File: config.mk
export PLATFORM = sky130hd
export DESIGN_NAME = multi_channel_escalating_watchdog_flat
export DESIGN_NICKNAME = d
export VERILOG_FILES = /design/src/mcew_pkg.sv /design/src/mcew_if.sv /design/src/mcew_out_reg.sv /design/src/multi_channel_escalating_watchdog.sv /design/src/flat_wrapper.sv
export SDC_FILE = /design/constraint.sdc
export NUM_CORES = 1
export LEC_CHECK = 0
export BUFFER_PORTS_ARGS = -buffer_cell sky130_fd_sc_hd__buf_2
export CORE_AREA = 8 8 275 277
export CTS_BUF_LIST = sky130_fd_sc_hd__clkbuf_16
export DETAILED_ROUTE_END_ITERATION = 6
export DIE_AREA = 0 0 283 285
export PLACE_DENSITY = 0.6
export SLEW_MARGIN = 10
export SYNTH_ARGS = -nofsm -noshare
export SYNTH_HDL_FRONTEND = slang
export SYNTH_HIERARCHICAL = 1
export SYNTH_SLANG_ARGS = --single-unit
File: constraint.sdc
create_clock -name clk_i -period 11.6 [get_ports clk_i]
set_input_delay 1.16 -clock clk_i [delete_from_list [all_inputs] [get_ports clk_i]]
set_output_delay 1.16 -clock clk_i [all_outputs]
set_load 0.1 [all_outputs]
File: src/mcew_pkg.sv
// Package for the multi-channel escalating watchdog.
// Holds request kinds, result actions, slot entry and result types.
// No dependencies.
`default_nettype none

package mcew_pkg;

  localparam int unsigned MaxRes = 8;

  typedef enum logic [2:0] {
    KIND_TICK   = 3'd0,
    KIND_FEED   = 3'd1,
    KIND_ATTACH = 3'd2,
    KIND_DETACH = 3'd3,
    KIND_QUERY  = 3'd4
  } kind_e;

  typedef enum logic [2:0] {
    ACT_NONE    = 3'd0,
    ACT_DONE    = 3'd1,
    ACT_MISS    = 3'd2,
    ACT_STEP    = 3'd3,
    ACT_RESTART = 3'd4,
    ACT_SYSRST  = 3'd5
  } action_e;

  typedef struct packed {
    logic [7:0]  client;
    logic [31:0] reload;
    logic [31:0] remaining;
    logic        critical;
    logic [3:0]  recov;
  } entry_t;

  typedef struct packed {
    logic [2:0] slot;
    logic [7:0] client_id_res;
    action_e    action;
    logic [3:0] recovery_count;
    logic       last;
  } result_t;

  typedef struct packed {
    logic    load;
    result_t data;
  } out_ctl_t;

endpackage

`default_nettype wire

File: src/mcew_if.sv
// Handshake channel interfaces of the watchdog: request, result and config.
// Depends on nothing; payloads are plain vectors.
`default_nettype none

interface mcew_in_if;
  logic        valid;
  logic        ready;
  logic [2:0]  kind;
  logic [7:0]  client_id;
  logic [31:0] reload_time;
  logic        critical;
  logic [7:0]  stopped_mask;

  modport source (output valid, kind, client_id, reload_time, critical, stopped_mask,
                  input ready);
  modport sink   (input valid, kind, client_id, reload_time, critical, stopped_mask,
                  output ready);
endinterface

interface mcew_out_if;
  logic       valid;
  logic       ready;
  logic [2:0] slot;
  logic [7:0] client_id_res;
  logic [2:0] action;
  logic [3:0] recovery_count;
  logic       last;

  modport source (output valid, slot, client_id_res, action, recovery_count, last,
                  input ready);
  modport sink   (input valid, slot, client_id_res, action, recovery_count, last,
                  output ready);
endinterface

interface mcew_cfg_if;
  logic       valid;
  logic       ready;
  logic [3:0] data;

  modport source (output valid, data, input ready);
  modport sink   (input valid, data, output ready);
endinterface

`default_nettype wire

File: src/mcew_out_reg.sv
// Result output register of the watchdog.
// Depends on mcew_pkg and mcew_out_if.
`default_nettype none

module mcew_out_reg (
  input  wire               clk_i,
  input  wire               rst_ni,
  input  mcew_pkg::out_ctl_t ctl_i,
  output logic              free_o,
  mcew_out_if.source        out_o
);
  import mcew_pkg::*;

  logic    vld_q;
  result_t data_q;

  assign free_o = !vld_q || out_o.ready;

  always_ff @(posedge clk_i or negedge rst_ni) begin
    if (!rst_ni) begin
      vld_q <= 1'b0;
    end else if (ctl_i.load) begin
      vld_q <= 1'b1;
    end else if (out_o.ready) begin
      vld_q <= 1'b0;
    end
  end

  always_ff @(posedge clk_i) begin
    if (ctl_i.load) begin
      data_q <= ctl_i.data;
    end
  end

  assign out_o.valid          = vld_q;
  assign out_o.slot           = data_q.slot;
  assign out_o.client_id_res  = data_q.client_id_res;
  assign out_o.action         = data_q.action;
  assign out_o.recovery_count = data_q.recovery_count;
  assign out_o.last           = data_q.last;

endmodule

`default_nettype wire

File: src/multi_channel_escalating_watchdog.sv
// Top level of the multi-channel escalating watchdog: slot table and sequencer.
// Depends on mcew_pkg, mcew_if and mcew_out_reg.
`default_nettype none

// Each request walks the slot table one slot at a time through a single-port
// table memory: a slot is read in ST_RD and evaluated and written back in ST_EV,
// and the request ends in ST_FIN with its final result; feed, detach and query
// stop at the first matching slot, attach at the first free slot. A tick that
// reports several events also waits while the output register still holds an
// earlier transaction. Results of a tick are held one behind so the final one
// can carry last. No clearing pass after reset: slot valid bits are flip-flops
// cleared by reset and by a system reset event.
module multi_channel_escalating_watchdog #(
  parameter int unsigned SLOTS = 8
) (
  input  wire         clk_i,
  input  wire         rst_ni,
  mcew_cfg_if.sink    cfg_i,
  mcew_in_if.sink     in_i,
  mcew_out_if.source  out_o
);
  import mcew_pkg::*;

  localparam int unsigned SlotW = (SLOTS > 1) ? $clog2(SLOTS) : 1;
  localparam logic [SlotW-1:0] LastIdx = SlotW'(SLOTS - 1);

  typedef enum logic [3:0] {
    ST_IDLE = 4'b0001,
    ST_RD   = 4'b0010,
    ST_EV   = 4'b0100,
    ST_FIN  = 4'b1000
  } state_e;

  state_e state_q, state_d;

  logic [3:0] limit_q;

  logic [2:0]  kind_q;
  logic [7:0]  id_q;
  logic [31:0] rt_q;
  logic        crit_q;
  logic [7:0]  stop_q;

  logic [SlotW-1:0] idx_q, idx_d;
  logic [SlotW+2:0] idx_ext;
  logic [SLOTS-1:0] valid_q, valid_d;

  entry_t mem [SLOTS];
  entry_t rd_q;
  entry_t wdata;
  logic   we;

  result_t pend_q, pend_d;
  logic    pend_v_q, pend_v_d;
  logic [3:0] n_q, n_d;

  logic    cur_v, hit, stop_bit, emit_ok;
  logic    ev, sysrst, done, stall, act;
  result_t ev_res;
  logic [31:0] rem_dec;
  out_ctl_t    octl;
  logic        out_free;
  logic        in_acc;

  assign cfg_i.ready = 1'b1;
  assign in_i.ready  = (state_q == ST_IDLE);
  assign in_acc      = in_i.valid && in_i.ready;

  always_ff @(posedge clk_i or negedge rst_ni) begin
    if (!rst_ni) begin
      limit_q <= 4'd3;
    end else if (cfg_i.valid) begin
      limit_q <= cfg_i.data;
    end
  end

  always_ff @(posedge clk_i) begin
    if (in_acc) begin
      kind_q <= in_i.kind;
      id_q   <= in_i.client_id;
      rt_q   <= in_i.reload_time;
      crit_q <= in_i.critical;
      stop_q <= in_i.stopped_mask;
    end
  end

  always_ff @(posedge clk_i) begin
    if (we) begin
      mem[idx_q] <= wdata;
    end
    if (state_q == ST_RD) begin
      rd_q <= mem[idx_q];
    end
  end

  assign idx_ext  = {3'b000, idx_q};
  assign cur_v    = valid_q[idx_q];
  assign hit      = cur_v && (rd_q.client == id_q);
  assign stop_bit = (idx_ext[SlotW+2:3] == '0) && stop_q[idx_ext[2:0]];
  assign emit_ok  = (n_q != 4'(MaxRes));
  assign rem_dec  = rd_q.remaining - {31'd0, (rd_q.remaining != 32'd0)};

  always_comb begin
    wdata   = rd_q;
    ev      = 1'b0;
    sysrst  = 1'b0;
    done    = 1'b0;
    ev_res  = '{slot: idx_ext[2:0], client_id_res: rd_q.client, action: ACT_DONE,
                recovery_count: 4'd0, last: 1'b0};
    we      = 1'b0;
    valid_d = valid_q;
    case (kind_q)
      KIND_TICK: begin
        if (cur_v) begin
          we = 1'b1;
          wdata.remaining = rem_dec;
          if (rem_dec == 32'd0) begin
            if (rd_q.recov == limit_q) begin
              if (rd_q.critical) begin
                ev     = 1'b1;
                sysrst = 1'b1;
                we     = 1'b0;
                ev_res.action         = ACT_SYSRST;
                ev_res.recovery_count = rd_q.recov;
                valid_d = '0;
              end else if (!stop_bit) begin
                ev = 1'b1;
                wdata.remaining = rd_q.reload;
                wdata.recov     = 4'd0;
                ev_res.action   = ACT_RESTART;
              end
            end else begin
              ev = 1'b1;
              wdata.remaining = {1'b0, rd_q.reload[31:1]};
              wdata.recov     = rd_q.recov + 4'd1;
              ev_res.action         = ACT_STEP;
              ev_res.recovery_count = rd_q.recov + 4'd1;
            end
          end
        end
      end
      KIND_FEED: begin
        if (hit) begin
          we   = 1'b1;
          done = 1'b1;
          wdata.remaining = rd_q.reload;
          wdata.recov     = 4'd0;
        end
      end
      KIND_ATTACH: begin
        if (!cur_v) begin
          we   = 1'b1;
          done = 1'b1;
          wdata = '{client: id_q, reload: rt_q, remaining: rt_q, critical: crit_q,
                    recov: 4'd0};
          valid_d[idx_q] = 1'b1;
          ev_res.client_id_res = id_q;
        end
      end
      KIND_DETACH: begin
        if (hit) begin
          done = 1'b1;
          valid_d[idx_q] = 1'b0;
        end
      end
      KIND_QUERY: begin
        if (hit) begin
          done = 1'b1;
          ev_res.recovery_count = rd_q.recov;
        end
      end
      default: ;
    endcase
    stall = ev && emit_ok && pend_v_q && !out_free;
    act   = (state_q == ST_EV) && !stall;
    if (!act) begin
      we      = 1'b0;
      valid_d = valid_q;
    end
  end

  always_comb begin
    state_d  = state_q;
    idx_d    = idx_q;
    pend_d   = pend_q;
    pend_v_d = pend_v_q;
    n_d      = n_q;
    octl     = '{load: 1'b0, data: pend_q};
    unique case (state_q)
      ST_IDLE: begin
        if (in_acc) begin
          idx_d  = '0;
          n_d    = 4'd0;
          pend_d = '{slot: 3'd0, client_id_res: in_i.client_id, action: ACT_MISS,
                     recovery_count: 4'd0, last: 1'b0};
          unique case (in_i.kind) inside
            KIND_TICK: begin
              pend_v_d = 1'b0;
              state_d  = ST_RD;
            end
            KIND_FEED, KIND_ATTACH, KIND_DETACH, KIND_QUERY: begin
              pend_v_d = 1'b1;
              state_d  = ST_RD;
            end
            default: begin
              pend_v_d = 1'b0;
              state_d  = ST_FIN;
            end
          endcase
        end
      end
      ST_RD: begin
        state_d = ST_EV;
      end
      ST_EV: begin
        if (act) begin
          if (ev && emit_ok) begin
            n_d = n_q + 4'd1;
            pend_d   = ev_res;
            pend_v_d = 1'b1;
            if (pend_v_q) begin
              octl.load = 1'b1;
            end
          end else if (done) begin
            pend_d = ev_res;
          end
          if (sysrst || done || (idx_q == LastIdx)) begin
            state_d = ST_FIN;
          end else begin
            idx_d   = idx_q + 1'b1;
            state_d = ST_RD;
          end
        end
      end
      ST_FIN: begin
        if (out_free) begin
          octl.load = 1'b1;
          if (!pend_v_q) begin
            octl.data = '{slot: 3'd0, client_id_res: 8'd0, action: ACT_NONE,
                          recovery_count: 4'd0, last: 1'b0};
          end
          octl.data.last = 1'b1;
          pend_v_d = 1'b0;
          state_d  = ST_IDLE;
        end
      end
      default: state_d = ST_IDLE;
    endcase
  end

  always_ff @(posedge clk_i or negedge rst_ni) begin
    if (!rst_ni) begin
      state_q  <= ST_IDLE;
      idx_q    <= '0;
      valid_q  <= '0;
      pend_v_q <= 1'b0;
      n_q      <= 4'd0;
    end else begin
      state_q  <= state_d;
      idx_q    <= idx_d;
      valid_q  <= valid_d;
      pend_v_q <= pend_v_d;
      n_q      <= n_d;
    end
  end

  always_ff @(posedge clk_i) begin
    pend_q <= pend_d;
  end

  mcew_out_reg u_out_reg (
    .clk_i  (clk_i),
    .rst_ni (rst_ni),
    .ctl_i  (octl),
    .free_o (out_free),
    .out_o  (out_o)
  );

  a_count_cap: assert property (@(posedge clk_i) disable iff (!rst_ni)
    n_q <= 4'(MaxRes))
    else $error("tick result count beyond cap");

  a_idle_no_pend: assert property (@(posedge clk_i) disable iff (!rst_ni)
    (state_q == ST_IDLE) |-> !pend_v_q)
    else $error("pending result left over in idle");

  a_fin_emits: assert property (@(posedge clk_i) disable iff (!rst_ni)
    (state_q == ST_FIN && out_free) |=> (out_o.valid && out_o.last))
    else $error("final transaction not presented");

  a_sysrst_clears: assert property (@(posedge clk_i) disable iff (!rst_ni)
    (act && sysrst) |=> (valid_q == '0 && state_q == ST_FIN))
    else $error("system reset did not clear the table");

endmodule

`default_nettype wire
File: src/flat_wrapper.sv
// flat-port wrapper written by rule: the top's interface ports become plain ports
module multi_channel_escalating_watchdog_flat import mcew_pkg::*;
#(
  parameter int unsigned SLOTS = 8
)
  (clk_i, rst_ni, cfg_i_valid, cfg_i_data, cfg_i_ready, in_i_valid, in_i_kind, in_i_client_id, in_i_reload_time, in_i_critical, in_i_stopped_mask, in_i_ready, out_o_valid, out_o_slot, out_o_client_id_res, out_o_action, out_o_recovery_count, out_o_last, out_o_ready);
  mcew_cfg_if cfg_i_i ();
  mcew_in_if in_i_i ();
  mcew_out_if out_o_i ();
  input  wire clk_i;
  input  wire rst_ni;
  input wire logic [$bits(cfg_i_i.valid)-1:0] cfg_i_valid;
  input wire logic [$bits(cfg_i_i.data)-1:0] cfg_i_data;
  output wire logic [$bits(cfg_i_i.ready)-1:0] cfg_i_ready;
  input wire logic [$bits(in_i_i.valid)-1:0] in_i_valid;
  input wire logic [$bits(in_i_i.kind)-1:0] in_i_kind;
  input wire logic [$bits(in_i_i.client_id)-1:0] in_i_client_id;
  input wire logic [$bits(in_i_i.reload_time)-1:0] in_i_reload_time;
  input wire logic [$bits(in_i_i.critical)-1:0] in_i_critical;
  input wire logic [$bits(in_i_i.stopped_mask)-1:0] in_i_stopped_mask;
  output wire logic [$bits(in_i_i.ready)-1:0] in_i_ready;
  output wire logic [$bits(out_o_i.valid)-1:0] out_o_valid;
  output wire logic [$bits(out_o_i.slot)-1:0] out_o_slot;
  output wire logic [$bits(out_o_i.client_id_res)-1:0] out_o_client_id_res;
  output wire logic [$bits(out_o_i.action)-1:0] out_o_action;
  output wire logic [$bits(out_o_i.recovery_count)-1:0] out_o_recovery_count;
  output wire logic [$bits(out_o_i.last)-1:0] out_o_last;
  input wire logic [$bits(out_o_i.ready)-1:0] out_o_ready;
  assign cfg_i_i.valid = cfg_i_valid;
  assign cfg_i_i.data = cfg_i_data;
  assign cfg_i_ready = cfg_i_i.ready;
  assign in_i_i.valid = in_i_valid;
  assign in_i_i.kind = in_i_kind;
  assign in_i_i.client_id = in_i_client_id;
  assign in_i_i.reload_time = in_i_reload_time;
  assign in_i_i.critical = in_i_critical;
  assign in_i_i.stopped_mask = in_i_stopped_mask;
  assign in_i_ready = in_i_i.ready;
  assign out_o_valid = out_o_i.valid;
  assign out_o_slot = out_o_i.slot;
  assign out_o_client_id_res = out_o_i.client_id_res;
  assign out_o_action = out_o_i.action;
  assign out_o_recovery_count = out_o_i.recovery_count;
  assign out_o_last = out_o_i.last;
  assign out_o_i.ready = out_o_ready;
  multi_channel_escalating_watchdog #(.SLOTS(SLOTS)) u_core (.clk_i(clk_i), .rst_ni(rst_ni), .cfg_i(cfg_i_i), .in_i(in_i_i), .out_o(out_o_i));
endmodule
Word level (Yosys, flattened, before mapping)
Memories as Yosys holds them, arrays and structs flattened. A register that Yosys moved wholly into a read port is not among the register bits.
Index checks and enable logic that the tools add are counted.
{"block": "word_totals", "reg_bits": 115, "ram_bits": 616, "n_memories": 1}
{"block": "op_classes", "n_addsub": 4, "order_cmp": 2, "n_eq_ne": 28, "mux": 97, "bitwise_logic": 3, "n_reduce_logical": 30}
{"memory": "u_core.mem", "depth": 8, "word_bits": 77, "read_ports": 1, "rd_clocked_by_memory_dff": 1, "wr": 1, "line_no": "multi_channel_escalating_watchdog.sv:48", "rtl": "entry_t mem [SLOTS];"}
{"cell": "$mux 32", "count": 6}
{"cell": "$mux 19", "count": 6}
{"cell": "$pmux 32 s3", "count": 1}
{"cell": "$mux 77", "count": 1}
{"cell": "$mux 4", "count": 16}
{"cell": "$mux 8", "count": 8}
{"cell": "$mux 40", "count": 1}
{"cell": "$pmux 19 s2", "count": 1}
{"cell": "$mux 1", "count": 34}
{"cell": "$logic_not 32->1", "count": 1}
{"cell": "$reduce_bool 32->1", "count": 1}
{"cell": "$sub 32x1->32", "count": 1}
{"cell": "$pmux 8 s3", "count": 1}
{"cell": "$mux 7", "count": 3}
{"cell": "$mux 20", "count": 1}
{"cell": "$mux 3", "count": 6}
{"cell": "$ne 2x1->1 const B", "count": 8}
{"cell": "$pmux 4 s2", "count": 2}
{"cell": "$pmux 4 s4", "count": 1}
{"cell": "$eq 3x2->1 const B", "count": 4}
{"cell": "$pmux 4 s3", "count": 1}
{"cell": "$reduce_and 4->1", "count": 3}
{"cell": "$eq 3x3->1 const B", "count": 3}
{"cell": "$add 4x1->4 const B", "count": 2}
{"cell": "other kinds (33)", "count": 52}

Longest topological paths before layout
{"block": "depth", "depth_word": 16, "mapped_depth": 19, "ltp_nobuf": 16}

Hierarchy
Netlist, hierarchy kept.
{"mod": "multi_channel_escalating_watchdog", "instances": 1, "cells_each": 2076, "area_per_inst_um2": 31146.1, "seq_area_each_um2": 23516.3}
{"mod": "mcew_out_reg", "instances": 1, "cells_each": 22, "area_per_inst_um2": 618.1, "seq_area_each_um2": 595.6}

Least setup slack after synthesis
OpenSTA, ideal clock, no wires.
{"block": "synth_timing", "path_kind": "flip-flop to flip-flop", "start": "reg, netlist name u_core/rd_q[25]", "end": "mem u_core/mem[4][0] (netlist name), enable pin", "setup_ps": 702, "arrival_ps": 10887, "slack_ps": 11, "stages_incl_launch_ff": 18, "path_buffers": 3, "period_less_slack_ps": 11589, "path_cell_list": "edfxtp_1 -> clkbuf_1 -> or4_1 -> or2_1 -> clkbuf_1 -> nor2_1 -> nand4_1 -> ha_1 -> ha_1 -> or3b_2 -> clkbuf_1 -> nor4_1 -> o2111a_1 -> o21ai_1 -> a2111oi_4 -> nand3_1 -> o21ai_1 -> nor4_1"}
{"block": "synth_between", "elab_chain_cells": 14}
{"element": "$reduce_bool 32->1", "line_no": "multi_channel_escalating_watchdog.sv:101", "rtl": "assign rem_dec = rd_q.remaining - {31'd0, (rd_q.remaining != 32'd0)};"}
{"element": "$sub 32x1->32 *", "line_no": "multi_channel_escalating_watchdog.sv:101"}
{"element": "$logic_not 32->1 *", "line_no": "multi_channel_escalating_watchdog.sv:117", "rtl": "if (rem_dec == 32'd0) begin"}
{"element": "$mux 1", "line_no": "multi_channel_escalating_watchdog.sv:117"}
{"element": "$mux 1", "line_no": "multi_channel_escalating_watchdog.sv:114", "rtl": "if (cur_v) begin"}
{"element": "$mux 1", "line_no": "multi_channel_escalating_watchdog.sv:112", "rtl": "case (kind_q)"}
{"element": "$logic_and 1x1->1 (3 in a row)", "line_no": "multi_channel_escalating_watchdog.sv:174", "rtl": "stall = ev && emit_ok && pend_v_q && !out_free;"}
{"element": "$logic_not 1->1", "line_no": "multi_channel_escalating_watchdog.sv:175", "rtl": "act = (state_q == ST_EV) && !stall;"}
{"element": "$logic_and 1x1->1", "line_no": "multi_channel_escalating_watchdog.sv:175"}
{"element": "$mux 1 *", "line_no": "multi_channel_escalating_watchdog.sv:176", "rtl": "if (!act) begin"}
{"element": "$mux 1 *", "line_no": "multi_channel_escalating_watchdog.sv:88", "rtl": "if (we) begin"}
{"element": "$mux 1 (implied by the code) *", "line_no": "multi_channel_escalating_watchdog.sv:89", "rtl": "mem[idx_q] <= wdata;"}
{"element": "end, declared", "line_no": "multi_channel_escalating_watchdog.sv:48"}
Every way passes the cells marked *; elsewhere a longest branch is shown, timed or not.

Worst setup path in the final report
{"block": "layout_timing", "start": "reg, netlist name u_core/rd_q[25]", "end": "mem u_core/mem[4][27] (netlist name), enable pin"}
{"block": "layout_between", "elab_chain_cells": 14}
{"element": "$reduce_bool 32->1", "line_no": "multi_channel_escalating_watchdog.sv:101"}
{"element": "$sub 32x1->32 *", "line_no": "multi_channel_escalating_watchdog.sv:101"}
{"element": "$logic_not 32->1 *", "line_no": "multi_channel_escalating_watchdog.sv:117"}
{"element": "$mux 1", "line_no": "multi_channel_escalating_watchdog.sv:117"}
{"element": "$mux 1", "line_no": "multi_channel_escalating_watchdog.sv:114"}
{"element": "$mux 1", "line_no": "multi_channel_escalating_watchdog.sv:112"}
{"element": "$logic_and 1x1->1 (3 in a row)", "line_no": "multi_channel_escalating_watchdog.sv:174"}
{"element": "$logic_not 1->1", "line_no": "multi_channel_escalating_watchdog.sv:175"}
{"element": "$logic_and 1x1->1", "line_no": "multi_channel_escalating_watchdog.sv:175"}
{"element": "$mux 1 *", "line_no": "multi_channel_escalating_watchdog.sv:176"}
{"element": "$mux 1 *", "line_no": "multi_channel_escalating_watchdog.sv:88"}
{"element": "$mux 1 (implied by the code) *", "line_no": "multi_channel_escalating_watchdog.sv:89"}
Marks and branches as above.

==> flow_summary.yaml <==
die:
  pin_count: 83
  fp.dieH_um: 285
  row_count: 98
  start_util_pct: 44.7
  dieArea_um2: 80700
  die_w_um: 283
  core_um2: 71000
synthesis:
  ys_seq_elements: 807
  netlist_area_um2: 31800
  synth-main-ff-cell: "edfxtp_1"
  yosysWarnings: 6
  yosys.area.top_type_share_pct: 73.9
  yosys-top-cells-area: "edfxtp_1, a22oi_1, nand2_1"
  synth_cell_types: 75
  syn_avg_cell_area_um2: 15.1
  syn-num-nets: 2166
  yosysTopAreaCell: "edfxtp_1"
  synth_cells: 2098
  ys_seq_area_share_pct: 75.9
  synth_edf_count: 782
  async_reset_ff_share_pct: 3.10
drt:
  via_per_inst: 6.13
  vias: 19600
  drc: 8
  routed_wl_um: 86200
  dr.pass1.iters: 7
  wl_per_cell_um: 26.9
  drt_iter0_markers: 2214
  antenna_left: 0
setup_path:
  path_class: "flip-flop to flip-flop"
  cp-endpoint: "u_core/mem[4][27]"
  cp.required_ns: 11.87
  cp-startpoint: "u_core/rd_q[25]"
  slowest_delay_ns: 0.80
  crit_buf_inv: 3
  path_depth: 17
  rrSetupSlack_ns: 4.90
  end_kind: "flip-flop"
  worstPathMaxFanout: 43
  cp_common_cell: "buf_4"
  start_kind: "flip-flop"
  worstPathCellList: "or4_1 > or2_1 > nor2_1 > nand4_1 > ha_1 > ha_1 > nor3b_1 > nand4_1 > o22ai_1 > a211o_1 > a2111oi_4 > nand3_1 > o21ai_1 > buf_4 > nor4_2 > buf_4 > buf_4"
  r2r_end: "u_core/mem[4][27]"
  path_delay_family: "simple AND/OR/NAND/NOR gates"
  cp.arrival_ns: 6.97
  worstRegToRegCells: 17
  cpMaxStageDelayCell: "a2111oi_4"
  r2r_start: "u_core/rd_q[25]"
timing:
  fin_skew_ns: 0.0337
  finalCriticalPeriod_ns: 6.70
  clock.fmax_mhz: 149
  relSlewSlack_pct: 28.6
  finalSetupTns_ns: 0
  fin_crit_sh_pct: 57.8
  grt_setup_unrepaired: "no"
  worst_pin_slew_ns: 1.07
  finalMaxSlewViolations: 0
  finalSetupViolations: 0
  hold_violations: 0
layout:
  syn_to_final_growth_pct: 13.1
  layout_commonest_cell: "edfxtp_1"
  diodes: 0
  fin_util_pct: 50.6
  final_nets: 2253
  fillers: 5874
  layout_common_cells: "edfxtp_1, a22oi_1, nand2_1"
  drive_gt1_share_pct: 13.3
clocking:
  clkSinkCount: 807
  h-tree-depth: 3
  clock_latency_ns: 0.64
  hold_buffers: 0
  cts_setup_buffers: 0
  cts_tree: "done"
  clk_pin_slew_ns: 0.06
  cts_buffers: 81
  cts_max_path_buffers: 3
  cts_root_buf: "clkbuf_16"
  cts_resized: 0
pwr:
  max-vdd-ir-drop_uv: 130
  p_leak_nw: 11.6
  totalPowerFinal_mw: 6.88
  power_density_nw_per_um2: 191
hold_path:
  hp-class: "flip-flop to flip-flop"
grt:
  grt_overflow: 0
  antenna_found_initial: 2
  grt_pass1_wl_um: 128000
  first_global_vias: 19500
  grt_max_degree: 62
  track_usage_pct: 20.7
place:
  gp_congestion: 0.933
  port_buffers: 81
  post-dp-hpwl_um: 49500
outcome:
  status: "complete, but fails checks"
  failed_checks: "design-rule violations"
flow_run:
  cap_violations: 0
-- worst min-delay path by stage --
stage	start	to	slack, ns	cells after the start
CTS	u_core/pend_q[17]	u_core/u_out_reg/out_o.slot[1]	0.51	1
floorplan	u_core/valid_q[0]	u_core/valid_q[0]	0.49	1
detailed placement	u_core/pend_q[3]	u_core/u_out_reg/out_o.recovery_count[2]	0.50	1
finish	u_core/pend_q[3]	u_core/u_out_reg/out_o.recovery_count[2]	0.51	1
global route	u_core/pend_q[17]	u_core/u_out_reg/out_o.slot[1]	0.52	1
global placement	u_core/pend_q[16]	u_core/u_out_reg/out_o.slot[0]	0.51	1
-- sequential cells by signal, indices dropped and copies added (netlist names), 3 cells and up --
register and flops:
u_core/u_out_reg/out_o.client_id_res 8, u_core/u_out_reg/out_o.slot 3, u_core/valid_q 8, u_core/idx_q 3, u_core/pend_q 18, u_core/state_q 4, u_core/u_out_reg/out_o.action 3, u_core/limit_q 4
u_core/id_q 8, u_core/rt_q 32, u_core/stop_q 8, u_core/kind_q 3, u_core/rd_q 77, u_core/mem 616, u_core/u_out_reg/out_o.recovery_count 4, u_core/n_q 4
-- Yosys cell counts (all sizes together) (5+ instances only) --
| cell type | n |
|---|---|
| o31ai | 11 |
| and2 | 24 |
| or2 | 8 |
| o221ai | 7 |
| a22oi | 313 |
| nor3 | 27 |
| edfxtp | 782 |
| a21oi | 42 |
| mux2 | 9 |
| nand4b | 7 |
| and3 | 9 |
| clkbuf | 103 |
| nand2 | 234 |
| a2bb2oi | 5 |
| nand2b | 7 |
| inv | 19 |
| dfrtp | 22 |
| a31oi | 12 |
| or3 | 22 |
| o21ai | 47 |
| nand3 | 26 |
| nor4b | 7 |
| nor2 | 86 |
| a22o | 7 |
| nand4 | 91 |
| xor2 | 9 |
| buf | 20 |
| xnor2 | 21 |
| o211ai | 11 |
| nor4 | 20 |
| ha | 7 |
| or4 | 12 |
-- kinds of logic (layout without fill, tap and decap cells) --
| kind of cell | count (synthesis) | in the layout | share of synthesized area, % |
|---|---|---|---|
| compound gates | 497 | 497 | 11.3 |
| xor+xnor | 30 | 30 | 0.827 |
| fa+ha+maj | 7 | 7 | 0.276 |
| buf+inv | 142 | 293 | 1.73 |
| flops | 807 | 807 | 75.9 |
| mux | 14 | 14 | 0.516 |
| other cells | 1 | 1 | 0.0118 |
| simple gates | 600 | 600 | 9.46 |
-- routing by layer --
layer	vias up	track usage (%)	part of all wire, %
li1	8563	-	-
met1	9926	28.8	42
met2	949	33.1	47
met3	156	3.84	8.4
met4	2	6.31	2.8
met5	-	0	0.016
-- final cells by class --
cell class / count / area, um^2 / area share (%)
Timing Repair Buffer: 127 / 751 / 2.09
Clock inverter: 65 / 519 / 1.44
Inverter: 19 / 71.3 / 0.198
Sequential cell: 807 / 24100 / 67.1
Clock buffer: 82 / 2050 / 5.71
Tap cell: 950 / 1190 / 3.31
Multi-Input combinational cell: 1149 / 7250 / 20.2
-- through the flow --
| stage | hold slack (ns) | std cells | cell area [um^2] | setup WS (ns) |
|---|---|---|---|---|
| global route | 0.520 | 3199 | 35900 | 4.56 |
| floorplan | 0.495 | 2098 | 31800 | 0.0105 |
| global placement | 0.507 | 3052 | 33400 | 5.17 |
| detailed placement | 0.502 | 3052 | 33400 | 5.06 |
| CTS | 0.513 | 3199 | 35900 | 5.03 |
| finish | 0.512 | 3199 | 35900 | 4.90 |
-- power by group --
group | switching [mW] | internal (mW)
Combinational | 0.584 | 0.183
Sequential | 0.0960 | 3.50
Clock | 1.08 | 1.44
Total | 1.76 | 5.12
(Power assumes the default switching activity.)
